### src/hw/rtl/sclp_pkg.sv
// Shared types and constants for the sprite clip and place block.
package sclp_pkg;
	localparam int unsigned MAX_SPRITE  = 256;
	localparam int unsigned FRAME_LIMIT = 16384;
	localparam int unsigned NUM_W       = 37;
	localparam int unsigned QUO_W       = 23;
	localparam int unsigned DEN_W       = 15;

	localparam logic [2:0] REG_CONTENT_X      = 3'd0;
	localparam logic [2:0] REG_CONTENT_Y      = 3'd1;
	localparam logic [2:0] REG_CONTENT_WIDTH  = 3'd2;
	localparam logic [2:0] REG_CONTENT_HEIGHT = 3'd3;
	localparam logic [2:0] REG_FRAME_WIDTH    = 3'd4;
	localparam logic [2:0] REG_FRAME_HEIGHT   = 3'd5;
	localparam logic [2:0] REG_SPRITE_WIDTH   = 3'd6;
	localparam logic [2:0] REG_SPRITE_HEIGHT  = 3'd7;

	typedef struct packed {
		logic       vis;
		logic [13:0] cx;
		logic [13:0] cy;
		logic [8:0]  cw;
		logic [8:0]  ch;
		logic [7:0]  ox;
		logic [7:0]  oy;
	} clip_t;
endpackage

### src/hw/rtl/sclp_div.sv
// Pipelined restoring divider, one quotient bit per register stage.
module sclp_div (
	input  logic                          clk,
	input  logic                          en,
	input  logic [sclp_pkg::NUM_W-1:0]    num,
	input  logic [sclp_pkg::DEN_W-1:0]    den,
	output logic [sclp_pkg::QUO_W-1:0]    quo
);
	import sclp_pkg::*;

	logic [DEN_W-1:0] rem_s [0:QUO_W];
	logic [QUO_W-1:0] quo_s [0:QUO_W];
	logic [NUM_W-1:0] num_s [0:QUO_W];

	// The quotient is known to fit in QUO_W bits, so the top bits start below den.
	assign rem_s[0] = {1'b0, num[NUM_W-1:QUO_W]};
	assign quo_s[0] = '0;
	assign num_s[0] = num;

	for (genvar k = 0; k < QUO_W; k++) begin : g_step
		logic [DEN_W:0] trial;
		logic           take;
		always_comb begin
			trial = {rem_s[k], num_s[k][QUO_W-1-k]};
			take = trial >= {1'b0, den};
		end
		always_ff @(posedge clk) begin
			if (en) begin
				rem_s[k+1] <= take ? DEN_W'(trial - {1'b0, den}) : trial[DEN_W-1:0];
				quo_s[k+1] <= {quo_s[k][QUO_W-2:0], take};
				num_s[k+1] <= num_s[k];
			end
		end
	end

	assign quo = quo_s[QUO_W];
endmodule

### config.mk
export PLATFORM = sky130hd
export DESIGN_NAME = sclp_div
export DESIGN_NICKNAME = d
export VERILOG_FILES = /design/src/hw/rtl/sclp_pkg.sv /design/src/hw/rtl/sclp_div.sv
export SDC_FILE = /design/constraint.sdc
export NUM_CORES = 2
export LEC_CHECK = 0
export BUFFER_PORTS_ARGS = -buffer_cell sky130_fd_sc_hd__buf_2
export CELL_PAD_IN_SITES_DETAIL_PLACEMENT = 0
export CELL_PAD_IN_SITES_GLOBAL_PLACEMENT = 2
export CORE_MARGIN = 2
export CORE_UTILIZATION = 45
export DETAILED_ROUTE_END_ITERATION = 7
export PLACE_DENSITY_LB_ADDON = 0.08
export RECOVER_POWER = 25
export SLEW_MARGIN = 10
export SYNTH_ARGS = -nofsm -noshare
export SYNTH_HDL_FRONTEND = slang
export SYNTH_SLANG_ARGS = --single-unit
### constraint.sdc
create_clock -name clk -period 4.3 [get_ports clk]
set_input_delay 0.86 -clock clk [delete_from_list [all_inputs] [get_ports clk]]
set_output_delay 0.86 -clock clk [all_outputs]
set_load 0.02 [all_outputs]
After elaboration in Yosys (flattened, before gate mapping)
Cells that the tools add are included.
Widths: inputs -> output; s select.
{"block": "totals", "out_inout_bits": 23, "ram_bits": 0, "reg_bits": 859, "in_bits": 54, "latch_bits": 0, "rom_bits": 0, "elab_cells": 134, "n_memories": 0}
{"block": "op_classes", "n_eq_ne": 0, "add_sub_neg": 22, "n_reduce_logical": 0, "mux": 22, "div_mod_pow": 0, "n_lt_le_gt_ge": 23, "mul": 0, "n_bitwise": 0, "shifts": 0}
{"operator": "$ge 16x15->1", "n": 22}
{"operator": "$mux 15", "n": 22}
{"operator": "$sub 15x15->15", "n": 22}
{"operator": "$ge 15x15->1", "n": 1}

Logic depth before layout (Yosys ltp)
{"block": "logic_depth", "ltp_word": 2, "mapped_depth": 12, "mapped_depth_nobuf": 11}

Least setup slack after synthesis
No wires, ideal clock.
{"block": "synth_path", "kind": "in2reg", "from": "input den[2] (netlist name)", "to": "register rem_s (netlist bit g_step[2].trial[10]) (data pin)", "slack_ns": 0.514, "required_ns": 4.040, "path_stages": 10, "setup_time_ns": 0.260, "n_path_buf": 1, "arrival_time_ns": 3.525, "cell_sequence": "inv_1 ha_1 nor2b_4 o31ai_2 a211oi_2 o21bai_4 a311oi_2 a2111oi_4 buf_6 mux2_4"}
{"block": "synth_via", "elab_chain_cells": 2, "elab_cells_between_ends": 3, "cone_classes": "add/sub (1); order compare (1); mux (1)"}
{"element": "from (decl)", "line": "sclp_div.sv:6", "source": "input logic [sclp_pkg::DEN_W-1:0] den,"}
{"element": "$sub 15x15->15 / $ge 16x15->1 (equally long branches)", "line": "sclp_div.sv:29, sclp_div.sv:25"}
{"element": "$mux 15 *", "line": "sclp_div.sv:29", "source": "rem_s[k+1] <= take ? DEN_W'(trial - {1'b0, den}) : trial[DEN_W-1:0];"}
{"element": "to (signal, indexed assignment)", "line": "sclp_div.sv:29"}
{"element": "to (decl)", "line": "sclp_div.sv:11", "source": "logic [DEN_W-1:0] rem_s [0:QUO_W];"}
Mark *: on every way between the ends. The rest lies on a longest branch, timed or not.
A chain may end at the register's enable or synchronous reset.

Worst setup path after layout
{"block": "layout_path", "from": "input den[2] (netlist name)", "to": "register rem_s (netlist bit g_step[21].trial[15]) (data pin)"}
The elaborated chain is that of the path after synthesis.

==> results.tsv <==
metric	value	unit
clk root buf	clkbuf_16	
Pleak	19.9	nW
largest family of logic cells by synthesized area	compound AO/OA/AOI/OAI gates	
Synth Register Bits	859	
largest net degree at the start of global routing	129	
number of synthesized flops with an enable pin	859	
xor and xnor area share after synthesis	3.67	%
Synth Area in Adders	10.3	%
TritonCTS Buffers	95	
number of global-route vias before repair	30188	
DR vias/cell	5.61	
Worst VDD drop	0.000461	V
Fin Clk Skew	0.0198	ns
Hold-fix buffers, CTS	0	
Die X	325	um
via count	30198	
r2r setup slk	1.10	ns
H-tree depth	3	
Setup Crit Path Kind	in2reg	
CTS sink count	859	
WL final	107000	um
fillcell total	8861	
Layout area overhead	13.0	%
kind of end point of the critical path	flip-flop	
post-synthesis sequential area ratio	55.7	%
critical path launch point type	input port	
Slew headroom	38.0	%
status	completed	
initial DRC count	1799	
footprint of the multi-input gates	0.0195	mm^2
max-cap viol count	0	
register area	0.0258	mm^2
Tcrit/Tclk final	83.7	%
mapped cell area	0.0463	mm^2
post-DR wirelength/cell	19.9	um
Pwr Total	38.6	mW
final setup fails	0	
Min-Delay Endpoint	num_s[818]	
P per Cell Area	738	mW/mm^2
Max Clk Rate	278	MHz
die area	0.105	mm^2
Crit path required time	4.72	ns
ys async rst share	0	%
synth cell count leaders	859 x edfxtp_1, 345 x ha_1, 261 x o21ai_0	
Worst Tran Pin Value	0.924	ns
CP max FO	6	
critical register-to-register path startpoint	g_step[12].trial[0]	
Slew Viols, Final	0	
setup TNS	0	ns
Netlist cell types	94	
min-delay src	num[4]	
syn nets	4170	
initial antenna violation count	3	
Syn Inst Count	3749	
RSZ-0062 raised after global routing	false	
CTS tree	done	
setup fix buffers added after clock tree synthesis	0	
boundary pin count	77	
GPL Wtd Cong	0.840	
Resize count post-CTS	0	
Worst R2R End	g_step[13].trial[12]	
GRT Overall Usage	20.3	%
Syn Area/Cell	12.4	um^2
total gr overflow	0	
row count	117	
Synth area leader	edfxtp_1	
DRT antenna net count	0	
clock buffer depth	3	
initial cell density of the core	45.4	%
CP arrival	4.02	ns
placed wire-length estimate	75700	um
Synth Area in Simple Gates	9.45	%
Final Hold Vio Count	0	
Hold Path Class	in2reg	
# port buffers	76	
Main synth FF type	edfxtp_1	
Chip Height	325	um
complex-gate fraction of the synthesized area	14.2	%
most frequent cell after synthesis	edfxtp_1	
clock-pin slew on the worst setup and hold paths	0.06	ns
1st-pass router iterations	7	
r2r worst-path depth	10	
post-synth top area share	55.7	%
hold depth	1	
Core ar.	0.102	mm^2
worst hold slack	0.363	ns
synth warn	0	
Clk Latency, worst-skew pair	0.67	ns
share of cells above drive strength 1	13.0	%
Area contributors post-synth	edfxtp_1 56%, ha_1 9.3%, mux2_2 3.3%	
DRC Markers	0	
clock period minus worst slack	3.60	ns
first-pass GRT wire length	169000	um
Final #Nets	4353	
post-synthesis mux area share	4.45	%
==> worst max-delay path by stage <==
stage,start,to,slack [ns],cells after the start
4_1_cts,den[2],g_step[21].trial[15],0.88,11
6_report,den[2],g_step[21].trial[15],0.70,11
5_1_grt,den[2],g_step[21].trial[15],0.62,11
3_3_place_gp,den[0],g_step[4].trial[13],0.18,10
3_5_place_dp,den[2],g_step[21].trial[15],0.15,11
2_1_floorplan,den[2],g_step[2].trial[10],0.51,10
==> per-stage QoR <==
stage,area (um^2),worst slack [ns],std cells,utilization [%]
floorplan,46300,0.514,3749,-
global placement,49100,0.184,5203,48.2
detailed placement,49100,0.147,5203,48.2
CTS,52300,0.882,5379,51.3
global route,52300,0.623,5379,51.3
finish,52300,0.700,5380,51.3
==> flip-flops by register name, indices dropped and copies added (netlist names) <==
| register | count |
|---|---|
| g_step.trial | 352 |
| quo_s | 253 |
| quo | 23 |
| num_s | 231 |
==> cell families after synthesis <==
logic type	Yosys count
flip-flops	859
multiplexers	185
XOR/XNOR	194
adder cells (fa/ha/maj)	367
AND/OR/NAND/NOR	899
buffers and inverters	240
AO/OA/AOI/OAI	1005
==> cell type report <==
cell class | count | share of cell area [%]
Timing Repair Buffer | 176 | 2.97
Inverter | 150 | 1.08
Clock inverter | 67 | 1.38
Antenna cell | 1 | 0.00478
Clock buffer | 109 | 4.69
Sequential cell | 859 | 49.3
Multi-Input combinational cell | 2650 | 37.3
Tap cell | 1368 | 3.27
==> layout by cell type (no fill, tap or decap), types with 67 or more instances in the layout <==
cell type and count:
a21o_1 83, a21oi_1 237, buf_2 74, buf_4 67, clkbuf_16 96, edfxtp_1 859, ha_1 345, inv_1 149
mux2_2 137, nand2_1 242, nor2_1 235, nor2b_1 71, nor3_1 69, o21a_1 77, o21ai_0 259, xnor2_1 126
xor2_1 68
==> report_power, final <==
group	internal (mW)	leakage, nW	switching, mW
registers	12.4	8.39	1.18
clock network	4.84	1.54	3.38
logic	7.62	9.96	9.23
total	24.8	19.9	13.8
==> critical path, cell delays in order <==
cell and delay, ns:
buf_2 0.09, inv_1 0.41, buf_4 0.28, ha_1 0.30, nor2b_1 0.15, o21ai_0 0.38
a21boi_0 0.29, o31ai_1 0.45, a21boi_0 0.23, or4_1 0.43, o211a_1 0.13
==> routing by layer <==
metal,global-route usage [%],share of wire [%]
met3,2.80,3.5
met4,5.27,2.3
met1,28.3,47
met5,0,0
met2,33.2,47
Note: power is estimated with default switching activity, not from simulation.
