`config.mk`:
```
export PLATFORM = sky130hd
export DESIGN_NAME = sclp_clip
export DESIGN_NICKNAME = d
export VERILOG_FILES = /design/src/hw/rtl/sclp_pkg.sv /design/src/hw/rtl/sclp_clip.sv
export SDC_FILE = /design/constraint.sdc
export NUM_CORES = 1
export LEC_CHECK = 0
export BUFFER_PORTS_ARGS = -buffer_cell sky130_fd_sc_hd__buf_2
export CORE_UTILIZATION = 50
export DETAILED_ROUTE_END_ITERATION = 8
export MAX_ROUTING_LAYER = met4
export PLACE_DENSITY = 0.88
export SLEW_MARGIN = 20
export SYNTH_ARGS = -nofsm -noshare
export SYNTH_HDL_FRONTEND = slang
export SYNTH_SLANG_ARGS = --single-unit
```
`constraint.sdc`:
```
create_clock -name vclk -period 5.58
set_input_delay 0.279 -clock vclk [all_inputs]
set_output_delay 0.279 -clock vclk [all_outputs]
set_load 0.02 [all_outputs]
```
`src/hw/rtl/sclp_pkg.sv`:
```
// Shared types and constants for the sprite clip and place block.
package sclp_pkg;
	localparam int unsigned MAX_SPRITE  = 256;
	localparam int unsigned FRAME_LIMIT = 16384;
	localparam int unsigned NUM_W       = 37;
	localparam int unsigned QUO_W       = 23;
	localparam int unsigned DEN_W       = 15;

	localparam logic [2:0] REG_CONTENT_X      = 3'd0;
	localparam logic [2:0] REG_CONTENT_Y      = 3'd1;
	localparam logic [2:0] REG_CONTENT_WIDTH  = 3'd2;
	localparam logic [2:0] REG_CONTENT_HEIGHT = 3'd3;
	localparam logic [2:0] REG_FRAME_WIDTH    = 3'd4;
	localparam logic [2:0] REG_FRAME_HEIGHT   = 3'd5;
	localparam logic [2:0] REG_SPRITE_WIDTH   = 3'd6;
	localparam logic [2:0] REG_SPRITE_HEIGHT  = 3'd7;

	typedef struct packed {
		logic       vis;
		logic [13:0] cx;
		logic [13:0] cy;
		logic [8:0]  cw;
		logic [8:0]  ch;
		logic [7:0]  ox;
		logic [7:0]  oy;
	} clip_t;
endpackage

```
`src/hw/rtl/sclp_clip.sv`:
```
// Clips the sprite rectangle against the source frame (combinational).
module sclp_clip (
	input  logic [16:0]        pos_x,
	input  logic [16:0]        pos_y,
	input  logic [14:0]        fw,
	input  logic [14:0]        fh,
	input  logic [8:0]         sw,
	input  logic [8:0]         sh,
	input  logic               content_ok,
	output sclp_pkg::clip_t    clip
);
	import sclp_pkg::*;

	logic        neg_x, neg_y, size_ok;
	logic [16:0] px_c, py_c, nx, ny;
	logic signed [18:0] w1, h1, wlim, hlim, w2, h2;

	always_comb begin
		neg_x = pos_x[16];
		neg_y = pos_y[16];
		px_c = neg_x ? 17'd0 : pos_x;
		py_c = neg_y ? 17'd0 : pos_y;
		nx = 17'd0 - pos_x;
		ny = 17'd0 - pos_y;
		w1 = $signed({10'd0, sw}) + (neg_x ? $signed({{2{pos_x[16]}}, pos_x}) : 19'sd0);
		h1 = $signed({10'd0, sh}) + (neg_y ? $signed({{2{pos_y[16]}}, pos_y}) : 19'sd0);
		wlim = $signed({4'd0, fw}) - $signed({2'd0, px_c});
		hlim = $signed({4'd0, fh}) - $signed({2'd0, py_c});
		w2 = (w1 > wlim) ? wlim : w1;
		h2 = (h1 > hlim) ? hlim : h1;
		size_ok = (sw != 9'd0) && (sh != 9'd0) && ({23'd0, sw} <= MAX_SPRITE[31:0])
			&& ({23'd0, sh} <= MAX_SPRITE[31:0]) && (fw != 15'd0) && (fh != 15'd0);
		clip.vis = content_ok && size_ok && (w2 > 19'sd0) && (h2 > 19'sd0);
		clip.cx = px_c[13:0];
		clip.cy = py_c[13:0];
		clip.cw = w2[8:0];
		clip.ch = h2[8:0];
		clip.ox = neg_x ? nx[7:0] : 8'd0;
		clip.oy = neg_y ? ny[7:0] : 8'd0;
	end
endmodule

```
## After elaboration in Yosys (flattened, before gate mapping)

Index checks and enable logic that the tools add are counted.

| word-level totals | value |
|---|---|
| output and inout port bits | 63 |
| logic and storage cells | 32 |
| register bits | 0 |

| cells by class | value |
|---|---|
| mux-type cells | 8 |
| $add $sub $neg | 6 |
| $lt $le $gt $ge | 6 |
| reductions and logical operators | 12 |

Operators with widths:

| cell | count |
|---|---|
| 19-bit 2-to-1 mux | 4 |
| 10-bit by 19-bit adder with 19-bit output | 2 |
| 19-bit by 1-bit > comparator with 1-bit output (second input constant) | 2 |
| 19-bit by 17-bit > comparator with 1-bit output | 2 |
| 15-bit by 16-bit subtractor with 17-bit output | 2 |
| 16-bit 2-to-1 mux | 2 |
| 15-bit nonzero test | 2 |
| 9-bit <= comparator (second input constant) | 2 |
| 9-bit nonzero test | 2 |
| 8-bit 2-to-1 mux | 2 |
| 1-bit by 8-bit subtractor with 8-bit output (first input constant) | 2 |
| 1-bit logical AND | 8 |

## Logic depth before layout (Yosys ltp)

Gate-level depths: netlist of run 1.

| depth | value |
|---|---|
| word-level depth | 9 |
| mapped depth | 27 |
| mapped depth without buffers | 24 |

## Least setup slack after synthesis of run 1

OpenSTA, ideal clock, no wires.

| timing | value |
|---|---|
| path type | input to output |
| start point | input port pos_y[16] |
| end point | output port clip[62] (netlist bit) |
| arrival | 5.686 ns |
| data required time | 5.301 ns |
| path slack | -0.385 ns |
| stages | 27 |
| cells stage by stage | clkbuf_1 inv_1 clkbuf_1 buf_1 nor2_1 ha_1 inv_1 fa_1 nor2b_1 o31a_1 o31a_1 o211a_1 nor2_1 nor2_1 nand4_1 xor2_1 nor2_1 ha_1 and4_1 and4_1 o21ai_1 o211ai_1 mux2i_4 or3b_1 a221o_1 a2111oi_2 o31a_1 |

RTL lines:

| what | RTL line | RTL |
|---|---|---|
| from (decl) | sclp_clip.sv:4 | `input logic [16:0] pos_y,` |
| to (decl) | sclp_clip.sv:10 | `output sclp_pkg::clip_t clip` |

==> results.md, run 1 <==
- For this run, the slowest stage of the critical path takes 0.55 ns.
- Among cell families on the critical path, the largest total delay comes from compound AO/OA/AOI/OAI gates.
- The post-detailed-route DRC marker count is 7.
- Summing all non-filler instances in the final layout gives an area of 5780 µm².
- VDD sags by at most 0.113 mV.
- The number of global-route vias before repair is 5320.
- The detail-routed via count per cell is 5.98.
- The number of antenna violations at the first check in global routing is 0.
- Summing internal, switching and leakage power gives 867 µW.
- Hold timing on the final database bottoms out at a slack of 0.934 ns.
- In this run, the number of DRC markers left after iteration 0 of detailed routing was 250.
- The total detailed-routing wirelength is around 15000 µm.
- The congestion estimate from routability-driven global placement came to 1.04.
- The floorplan step defined a die boundary enclosing 9640 µm².
- The total track usage is around 30%.
- For this run, the number of Yosys warnings is 0.
- Setup violations remaining at the end of the flow were counted as 0.
- Adding up every negative setup slack in the final design gives 0 ns.
- The final number of hold-violating endpoints is 0.
- The utilization of the core after routing is 65.3%.
- The vertical die dimension is 98.2 µm.
- The flow ran to the end, but the final reports show violations.
- Once placement finished, the instance area stood at 5570 µm².
- The number of antenna diodes in the final layout is 0.
- Of the available clock period, the critical path in the final layout requires between 90% and 100%.
- The detailed-routing iteration count for the pre-antenna-repair pass is 7.
- The count of standard-cell rows is 34.
- The pin count of the biggest net entering global routing is 18.
- The power density relative to cell area is 150 nW/µm².
- The kind of launch point of the worst setup path is an input port.
- The area of the mapped netlist is 4630 µm².
- The initial utilization of the core area, before any placement, comes to between 50% and 60%.
- Dividing the detail-routed wire length by the instance count gives roughly 16 µm.
- The critical path goes through clkbuf_4, inv_2, buf_6, nand2_1, ha_1, o21ai_0, a21oi_1, a2111oi_2, a21oi_2, o21ai_0, xor2_1, ha_1, and4_1, and4_1, o21ai_1, o211ai_1, mux2i_4, buf_6, or4b_1, o32ai_2, a2111oi_4, o31a_1, buf_4.
- The minimum clock period after layout is 5.49 ns.
- The relative slew slack is 57.8%.
- The HPWL after detailed placement is roughly 12000 µm.
- The transition time at the pin with the least slew margin is 0.627 ns.
- The area growth from synthesis to layout is 24.9%.
- The core footprint is 8850 µm².
- The static leakage is about 0.0030 µW.
- The final antenna-violating net count is 0.
- The sequential-to-total area share from yosys stat is 0%.
- The final reports fail on design-rule violations.
- The cell at the slowest stage of the critical path is sky130_fd_sc_hd__or4b_1.
- The count of unique library cells instantiated by Yosys is 56.
- In this run, post-CTS hold repair placed 0 buffers.
- The ratio of cells with drive above 1 in the final layout is around a quarter.
- The required time at the worst-slack endpoint is 5.30 ns.
- Registers take 0 µm².
- The count of final max-slew check failures is 0.
- The total nets after synthesis is 853.
- The number of buffer and inverter instances along the worst setup path is 5.
- The total number of vias is 5630.
- The worst setup path is captured at a primary output.
- The type of the tightest min-delay check is input port to primary output.
- The average instance area after synthesis is about 7 µm².
- The die boundary width is 98.2 µm.
- The critical path data arrival time is between 5 and 6 ns.
- Clock buffers in the final layout number 0.
- The first global-routing pass estimated ~24000 µm of wire.
- At the end of the flow, the number of nets in the layout was 1010.
- The maximum clock rate is 0.182 GHz.
- The design has 0 sequential cells.
- The count of buffers added on input and output ports is 146.
- The type of the worst setup path is input port to primary output.
- The leftover overflow at the end of global routing is 0.
- The max-capacitance violation count is 0.
- The number of top-level pins is 146.
- Synthesis produced around 680 cells.
- The worst-path maximum fanout is 17.
==> kinds of logic (layout without fill, tap and decap cells) <==
logic type               after synthesis  after routing  synth area share [%]
AND/OR/NAND/NOR                      258            258                  29.2
XOR/XNOR                              58             58                  11.0
multiplexers                           9              9                  2.38
AO/OA/AOI/OAI                        180            180                  25.3
adder cells (fa/ha/maj)               92             92                  25.5
buffers and inverters                 81            236                  6.57
==> layout by cell type (no fill, tap or decap), types with 11 or more instances in the layout <==
cell type,n
sky130_fd_sc_hd__nand4_1,12
sky130_fd_sc_hd__o21a_1,15
sky130_fd_sc_hd__nand2_1,58
sky130_fd_sc_hd__nor2_1,44
sky130_fd_sc_hd__buf_4,21
sky130_fd_sc_hd__xor2_1,21
sky130_fd_sc_hd__o21ai_0,33
sky130_fd_sc_hd__nand2b_1,22
sky130_fd_sc_hd__and2_1,27
sky130_fd_sc_hd__nor3_1,19
sky130_fd_sc_hd__a21oi_1,50
sky130_fd_sc_hd__a21o_1,14
sky130_fd_sc_hd__xnor2_1,35
sky130_fd_sc_hd__nand3_1,11
sky130_fd_sc_hd__ha_1,86
sky130_fd_sc_hd__inv_1,68
sky130_fd_sc_hd__buf_2,143
sky130_fd_sc_hd__nor4_1,17
==> repair_timing <==
action | CTS | global route
gates cloned | 0 | 0
setup buffers | 0 | 6
pin swaps | 0 | 10
endpoints found under the setup margin | 1 | 10
resized for setup | 2 | 38
endpoints found under the hold margin | 0 | 0
==> Yosys cell counts (2+ instances only) <==
cell,n,area share (%)
sky130_fd_sc_hd__o21ai_0,34,3.7
sky130_fd_sc_hd__o31a_1,6,1.1
sky130_fd_sc_hd__o211ai_1,8,1.3
sky130_fd_sc_hd__a2111oi_0,3,0.57
sky130_fd_sc_hd__nand2b_1,22,3.0
sky130_fd_sc_hd__nor2b_1,8,1.1
sky130_fd_sc_hd__a311oi_1,2,0.38
sky130_fd_sc_hd__buf_1,2,0.16
sky130_fd_sc_hd__inv_1,69,5.6
sky130_fd_sc_hd__a21boi_0,2,0.32
sky130_fd_sc_hd__o21ai_1,6,0.65
sky130_fd_sc_hd__a31oi_1,2,0.27
sky130_fd_sc_hd__xnor2_1,37,7.0
sky130_fd_sc_hd__a21o_1,14,2.3
sky130_fd_sc_hd__a21oi_1,55,6.0
sky130_fd_sc_hd__and3_1,8,1.1
sky130_fd_sc_hd__xor2_1,21,4.0
sky130_fd_sc_hd__mux2_2,6,1.5
sky130_fd_sc_hd__nor4_1,18,2.4
sky130_fd_sc_hd__o21a_1,15,2.4
sky130_fd_sc_hd__or3_1,4,0.54
sky130_fd_sc_hd__mux2i_1,2,0.43
sky130_fd_sc_hd__a2111oi_2,2,0.65
sky130_fd_sc_hd__nor3_1,20,2.2
sky130_fd_sc_hd__and4_1,9,1.7
sky130_fd_sc_hd__nand3_1,12,1.3
sky130_fd_sc_hd__nand2_1,58,4.7
sky130_fd_sc_hd__o2111ai_1,5,0.95
sky130_fd_sc_hd__fa_1,4,1.7
sky130_fd_sc_hd__nand4_1,12,1.6
sky130_fd_sc_hd__nor2_1,49,4.0
sky130_fd_sc_hd__clkbuf_1,10,0.81
sky130_fd_sc_hd__a211oi_1,10,1.6
sky130_fd_sc_hd__ha_1,88,24
sky130_fd_sc_hd__and2_1,27,3.7
sky130_fd_sc_hd__or2_2,4,0.54
sky130_fd_sc_hd__o21bai_1,5,0.81
==> per-stage QoR <==
| stage | std cells | setup slack, ns |
|---|---|---|
| after CTS | 935 | 0.00197 |
| final | 941 | 0.0911 |
| after global placement | 935 | 0.0455 |
| after global routing | 941 | -0.196 |
| after detailed placement | 935 | -0.0736 |
| after floorplan | 678 | 0.00191 |
==> layer usage <==
layer,global-route usage (%),vias up,share of wire (%)
met5,-,-,0
met4,8.96,0,3.0
met3,2.65,42,7.9
met2,54.3,263,49
met1,35.1,2555,40
li1,-,2770,-
==> worst paths after layout <==
kind	startpoint	slack (ns)	endpoint	depth (start not counted)
setup / recovery	pos_y[16]	0.09	clip[62]	23
hold / removal	pos_x[8]	0.93	clip[56]	4
==> power by group <==
part	switching, µW	leakage [µW]	internal [µW]
combinational	521	0.00295	346
clock	0	0	0
sequential	0	0	0
total	521	0.00295	346
==> final cells by class <==
type / count / area, µm²
multi-input combinational: 597 / 4480
inverter: 69 / 259
fill: 772 / 3070
timing repair buffer: 167 / 903
tap: 108 / 135
(Power assumes the default switching activity.)
==> run 2, diff against run 1 <==
==> constraint.sdc (replaced) <==
create_clock -name vclk -period 5.58
set_input_delay 0.837 -clock vclk [all_inputs]
set_output_delay 0.837 -clock vclk [all_outputs]
set_load 0.02 [all_outputs]
==> run 2 against run 1 <==
Compared with the run above:
- the run now fails in 5_1_grt
- synthesized area unchanged
- synthesized cell count stayed put
==> results.md, run 2 <==
- The detailed placer's ending HPWL is 17800 µm (was 12400 µm).
- Largest cells by area after synthesis: sky130_fd_sc_hd__ha_1 24%, sky130_fd_sc_hd__xnor2_1 7.0%, sky130_fd_sc_hd__a21oi_1 6.0% (unchanged).
- The stage where the run came to a stop is 5_1_grt.
- Across every metal layer, demand over resource in global routing totals 72.9%.
- The cell total after placement is 1134 (was 935).
- The cell count after synthesis is 678 (unchanged).
- The die boundary width is 98.2 µm (unchanged).
- The first global-routing pass estimated 52500 µm of wire.
- The count of standard-cell rows was 34 (unchanged).
- The largest area contributor in the netlist is sky130_fd_sc_hd__ha_1 (unchanged).
- The number of top-level pins is 146 (unchanged).
- The global placer's final weighted congestion is 1.04 (about the same).
- The most frequently used cell type in the post-synthesis netlist is sky130_fd_sc_hd__ha_1 (unchanged).
- The number of global-route vias before repair came to 9415.
- The tool reported: "[ERROR GRT-0116] Global routing finished with congestion. Check the congestion regions in the DRC Viewer".
- The average instance area after synthesis is 6.82 µm² (unchanged).
- Top cells by instance count after synthesis: 88 x sky130_fd_sc_hd__ha_1, 69 x sky130_fd_sc_hd__inv_1, 58 x sky130_fd_sc_hd__nand2_1 (unchanged).
- Entering global routing, the biggest net connects 16 pins.
- The starting density of the core is 52.3% (unchanged).
- The top-area cell type share of the netlist area is 23.8% (unchanged).
- The count of unique library cells instantiated by Yosys is 56 (unchanged).
- The sequential-to-total area share from yosys stat came to 0% (unchanged).
- The total nets after synthesis is 853 (unchanged).
- The count of synthesis-stage warnings from yosys is 0 (unchanged).
- The count of buffers inserted at the top-level ports came to 146 (unchanged).
- Run status: aborted with a tool error (was finished with violations).
- The area of the mapped netlist was 4630 µm² (unchanged).
- Global routing finished with a remaining overflow of 11.
- The vertical die dimension was 98.2 µm (unchanged).
-- run 2: stage by stage --
stage	worst slack [ns]	instance area, µm²	TNS (ns)	util, %	hold slack (ns)
2_1_floorplan	-0.905	4830	-4.50	-	1.81
3_3_place_gp	-0.768	7190	-6.17	81.2	2.06
4_1_cts	-0.707	7790	-5.14	88.0	2.05
3_5_place_dp	-1.12	7190	-11.30	81.2	2.07
-- run 2: cells by family after synthesis --
logic type | Yosys count | synth area share (%)
AND/OR/NAND/NOR | 258 | 29.2
AO/OA/AOI/OAI | 180 | 25.3
adder cells (fa/ha/maj) | 92 | 25.5
buffers and inverters | 81 | 6.57
XOR/XNOR | 58 | 11.0
multiplexers | 9 | 2.38
-- run 2: layer usage --
layer  GRT usage (%)  GRT overflow
met3            52.8             0
met5               -             -
met1            70.7             0
met4            72.1             6
met2            91.1             5
-- run 2: timing repair --
| action | CTS |
|---|---|
| buffers inserted | 25 |
| resized for setup | 94 |
| pin swaps | 49 |
| hold buffers | 0 |
| gates cloned | 0 |
| endpoints found under the hold margin | 0 |
| endpoints found under the setup margin | 19 |
==> run 3, diff against run 2 <==
--- a/config.mk
+++ b/config.mk
@@ -6,10 +6,9 @@
 export NUM_CORES = 1
 export LEC_CHECK = 0
 export BUFFER_PORTS_ARGS = -buffer_cell sky130_fd_sc_hd__buf_2
-export CORE_UTILIZATION = 50
+export CORE_UTILIZATION = 40
 export DETAILED_ROUTE_END_ITERATION = 8
-export MAX_ROUTING_LAYER = met4
-export PLACE_DENSITY = 0.88
+export PLACE_DENSITY_LB_ADDON = 0.15
 export SLEW_MARGIN = 20
 export SYNTH_ARGS = -nofsm -noshare
 export SYNTH_HDL_FRONTEND = slang
==> constraint.sdc (replaced) <==
create_clock -name vclk -period 7.3
set_input_delay 1.095 -clock vclk [all_inputs]
set_output_delay 1.095 -clock vclk [all_outputs]
set_load 0.02 [all_outputs]
==> run 3 against run 2 <==
Compared with the run above:
- the run now ends clean
==> results.md, run 3 (synthesized netlist as in run 1, its figures left out) <==
- Run status: finished clean (was aborted with a tool error).
- The starting density of the core is 41.9% (was 52.3%).
- The count of buffers inserted at the top-level ports is 146 (unchanged).
- The worst path in the final design needs a cycle of 7.08 ns, including I/O delays and setup.
- For this run, the detailed router's first-pass iteration total came to 4.
- The core footprint is 11000 µm².
- The static leakage is 0.00296 µW.
- The relative slew slack is 62.8%.
- The top cell types in the final layout, fill and taps aside, are 143 x sky130_fd_sc_hd__buf_2, 86 x sky130_fd_sc_hd__ha_1, 67 x sky130_fd_sc_hd__inv_1.
- The finished cells cover 5830 µm².
- The post-placement cell area came to 5640 µm² (was 7190 µm²).
- For this design, the slowest cell found on the critical path is sky130_fd_sc_hd__or3b_4.
- Once detail routing completed, the nets flagged for antenna violations numbered 0.
- The die boundary width is 110 µm (was 98.2 µm).
- The maximum clock rate is approximately 0.14 GHz.
- The number of buffers inserted by hold repair at cts came to 0 (unchanged).
- The final number of hold-violating endpoints is 0.
- The kind of launch point of the worst setup path is an input port.
- The power density relative to cell area is 111 nW/µm².
- The first global-routing pass estimated 24100 µm of wire.
- In the final design database the tool counted 1016 nets.
- Counting the clock-network buffers in the layout gives 0.
- The worst-path maximum fanout is 4.
- The DRC marker count from the first detailed-route iteration is 178.
- The leftover overflow at the end of global routing is 0.
- The worst setup path is captured at a primary output.
- The critical path is of the input port to primary output type.
- The max-capacitance violation count is 0.
- The library cell used most frequently in the layout, excluding fill and tap cells, is sky130_fd_sc_hd__buf_2.
- The worst-case IR drop observed on VDD is 0.0597 mV.
- The total detailed-routing wirelength is 15100 µm.
- The type of the tightest min-delay check is input port to primary output.
- The library cell appearing most often on the critical path is sky130_fd_sc_hd__o31a_1.
- For the pin with the worst max-slew slack, the measured transition is 0.553 ns.
- The number of global-route vias before repair was 5283.
- At the worst endpoint, the required time is roughly 6.2 ns.
- The vertical die dimension is 110 µm (was 98.2 µm).
- The detailed placer's ending HPWL is 13200 µm (was 17800 µm).
- Global routing used 24.9% of the available tracks across all layers.
- The area of all sequential standard cells is 0 µm².
- The count of standard-cell rows was 38 (was 34).
- The post-synthesis to final-layout area growth is 26.0%.
- The count of final max-slew check failures is 0.
- The number of diodes added for antenna fixing is 0.
- The number of antenna violations at the first check in global routing is 0.
- The global placer's final weighted congestion was 0.930 (was 1.04).
- The worst path uses 97.0% of the clock period.
- In the routed layout, each cell is associated on average with a via count of 5.56.
- Dividing the detail-routed wire length by the instance count gives 15.4 µm.
- Summing over every cut layer, the via total after detailed routing is between 5k and 6k.
- Total power for the finished layout comes to 650 µW.
- In the final layout, the share of cells above drive strength 1 is 25.0%.
- The number of top-level pins is 146 (unchanged).
- The final layout contains a sequential cell count of 0.
- The die area is roughly 12000 µm².
- The post-detailed-route DRC marker count is 0.
- Entering global routing, the biggest net connects 19 pins.
- The number of failing setup endpoints in the final timing report is 0.
- The critical path data arrival time is 5.99 ns.
- The largest single stage delay on the critical path is 0.40 ns.
[run 3: routing by layer]
layer  part of all wire [%]  vias to the layer above  wire (µm)  track usage [%]
met4                    2.2                        0        332             5.71
met3                    3.2                       24        480            0.889
met2                     52                      139       7770             49.4
met5                      0                        -          0                0
met1                     43                     2494       6490             29.0
li1                       -                     2784          -                -
[run 3: critical path: cells and delay by family]
kind	cells	cell delay (ns)
AO/OA/AOI/OAI	8	1.64
AND/OR/NAND/NOR	9	1.51
adder cells (fa/ha/maj)	3	0.85
buffers and inverters	4	0.40
multiplexers	1	0.30
XOR/XNOR	1	0.19
[run 3: path summary, 6_finish.rpt]
check / startpoint / endpoint / slack, ns / depth (start not counted)
worst max-delay path: pos_y[16] / clip[62] / 0.22 / 26
worst min-delay path: pos_x[8] / clip[56] / 2.56 / 4
[run 3: timing repair]
action / in CTS / in global routing
pin swaps: 0 / 21
buffers inserted: 0 / 7
hold endpoints to repair: 0 / 0
endpoints found under the setup margin: 1 / 1
resized for setup: 1 / 35
cloned: 0 / 0
[run 3: metrics by stage]
step	setup WS [ns]	util [%]	std cells	TNS, ns	hold WS (ns)
floorplan	0.0766	-	678	0	2.34
global placement	0.0634	51.2	972	0	2.56
detailed placement	0.0386	51.2	972	0	2.56
CTS	0.0892	51.2	972	0	2.56
global route	-0.0502	52.8	979	-0.0502	2.60
finish	0.219	52.8	979	0	2.56
[run 3: area by class of cell]
cell class / count / area [µm²]
inverter: 69 / 263
multi-input combinational: 597 / 4440
tap: 140 / 175
timing repair buffer: 173 / 956
fill: 1164 / 5200
[run 3: where the power goes]
group / internal [µW] / switching [µW] / total (µW)
logic: 265 / 385 / 650
registers: 0 / 0 / 0
clock network: 0 / 0 / 0
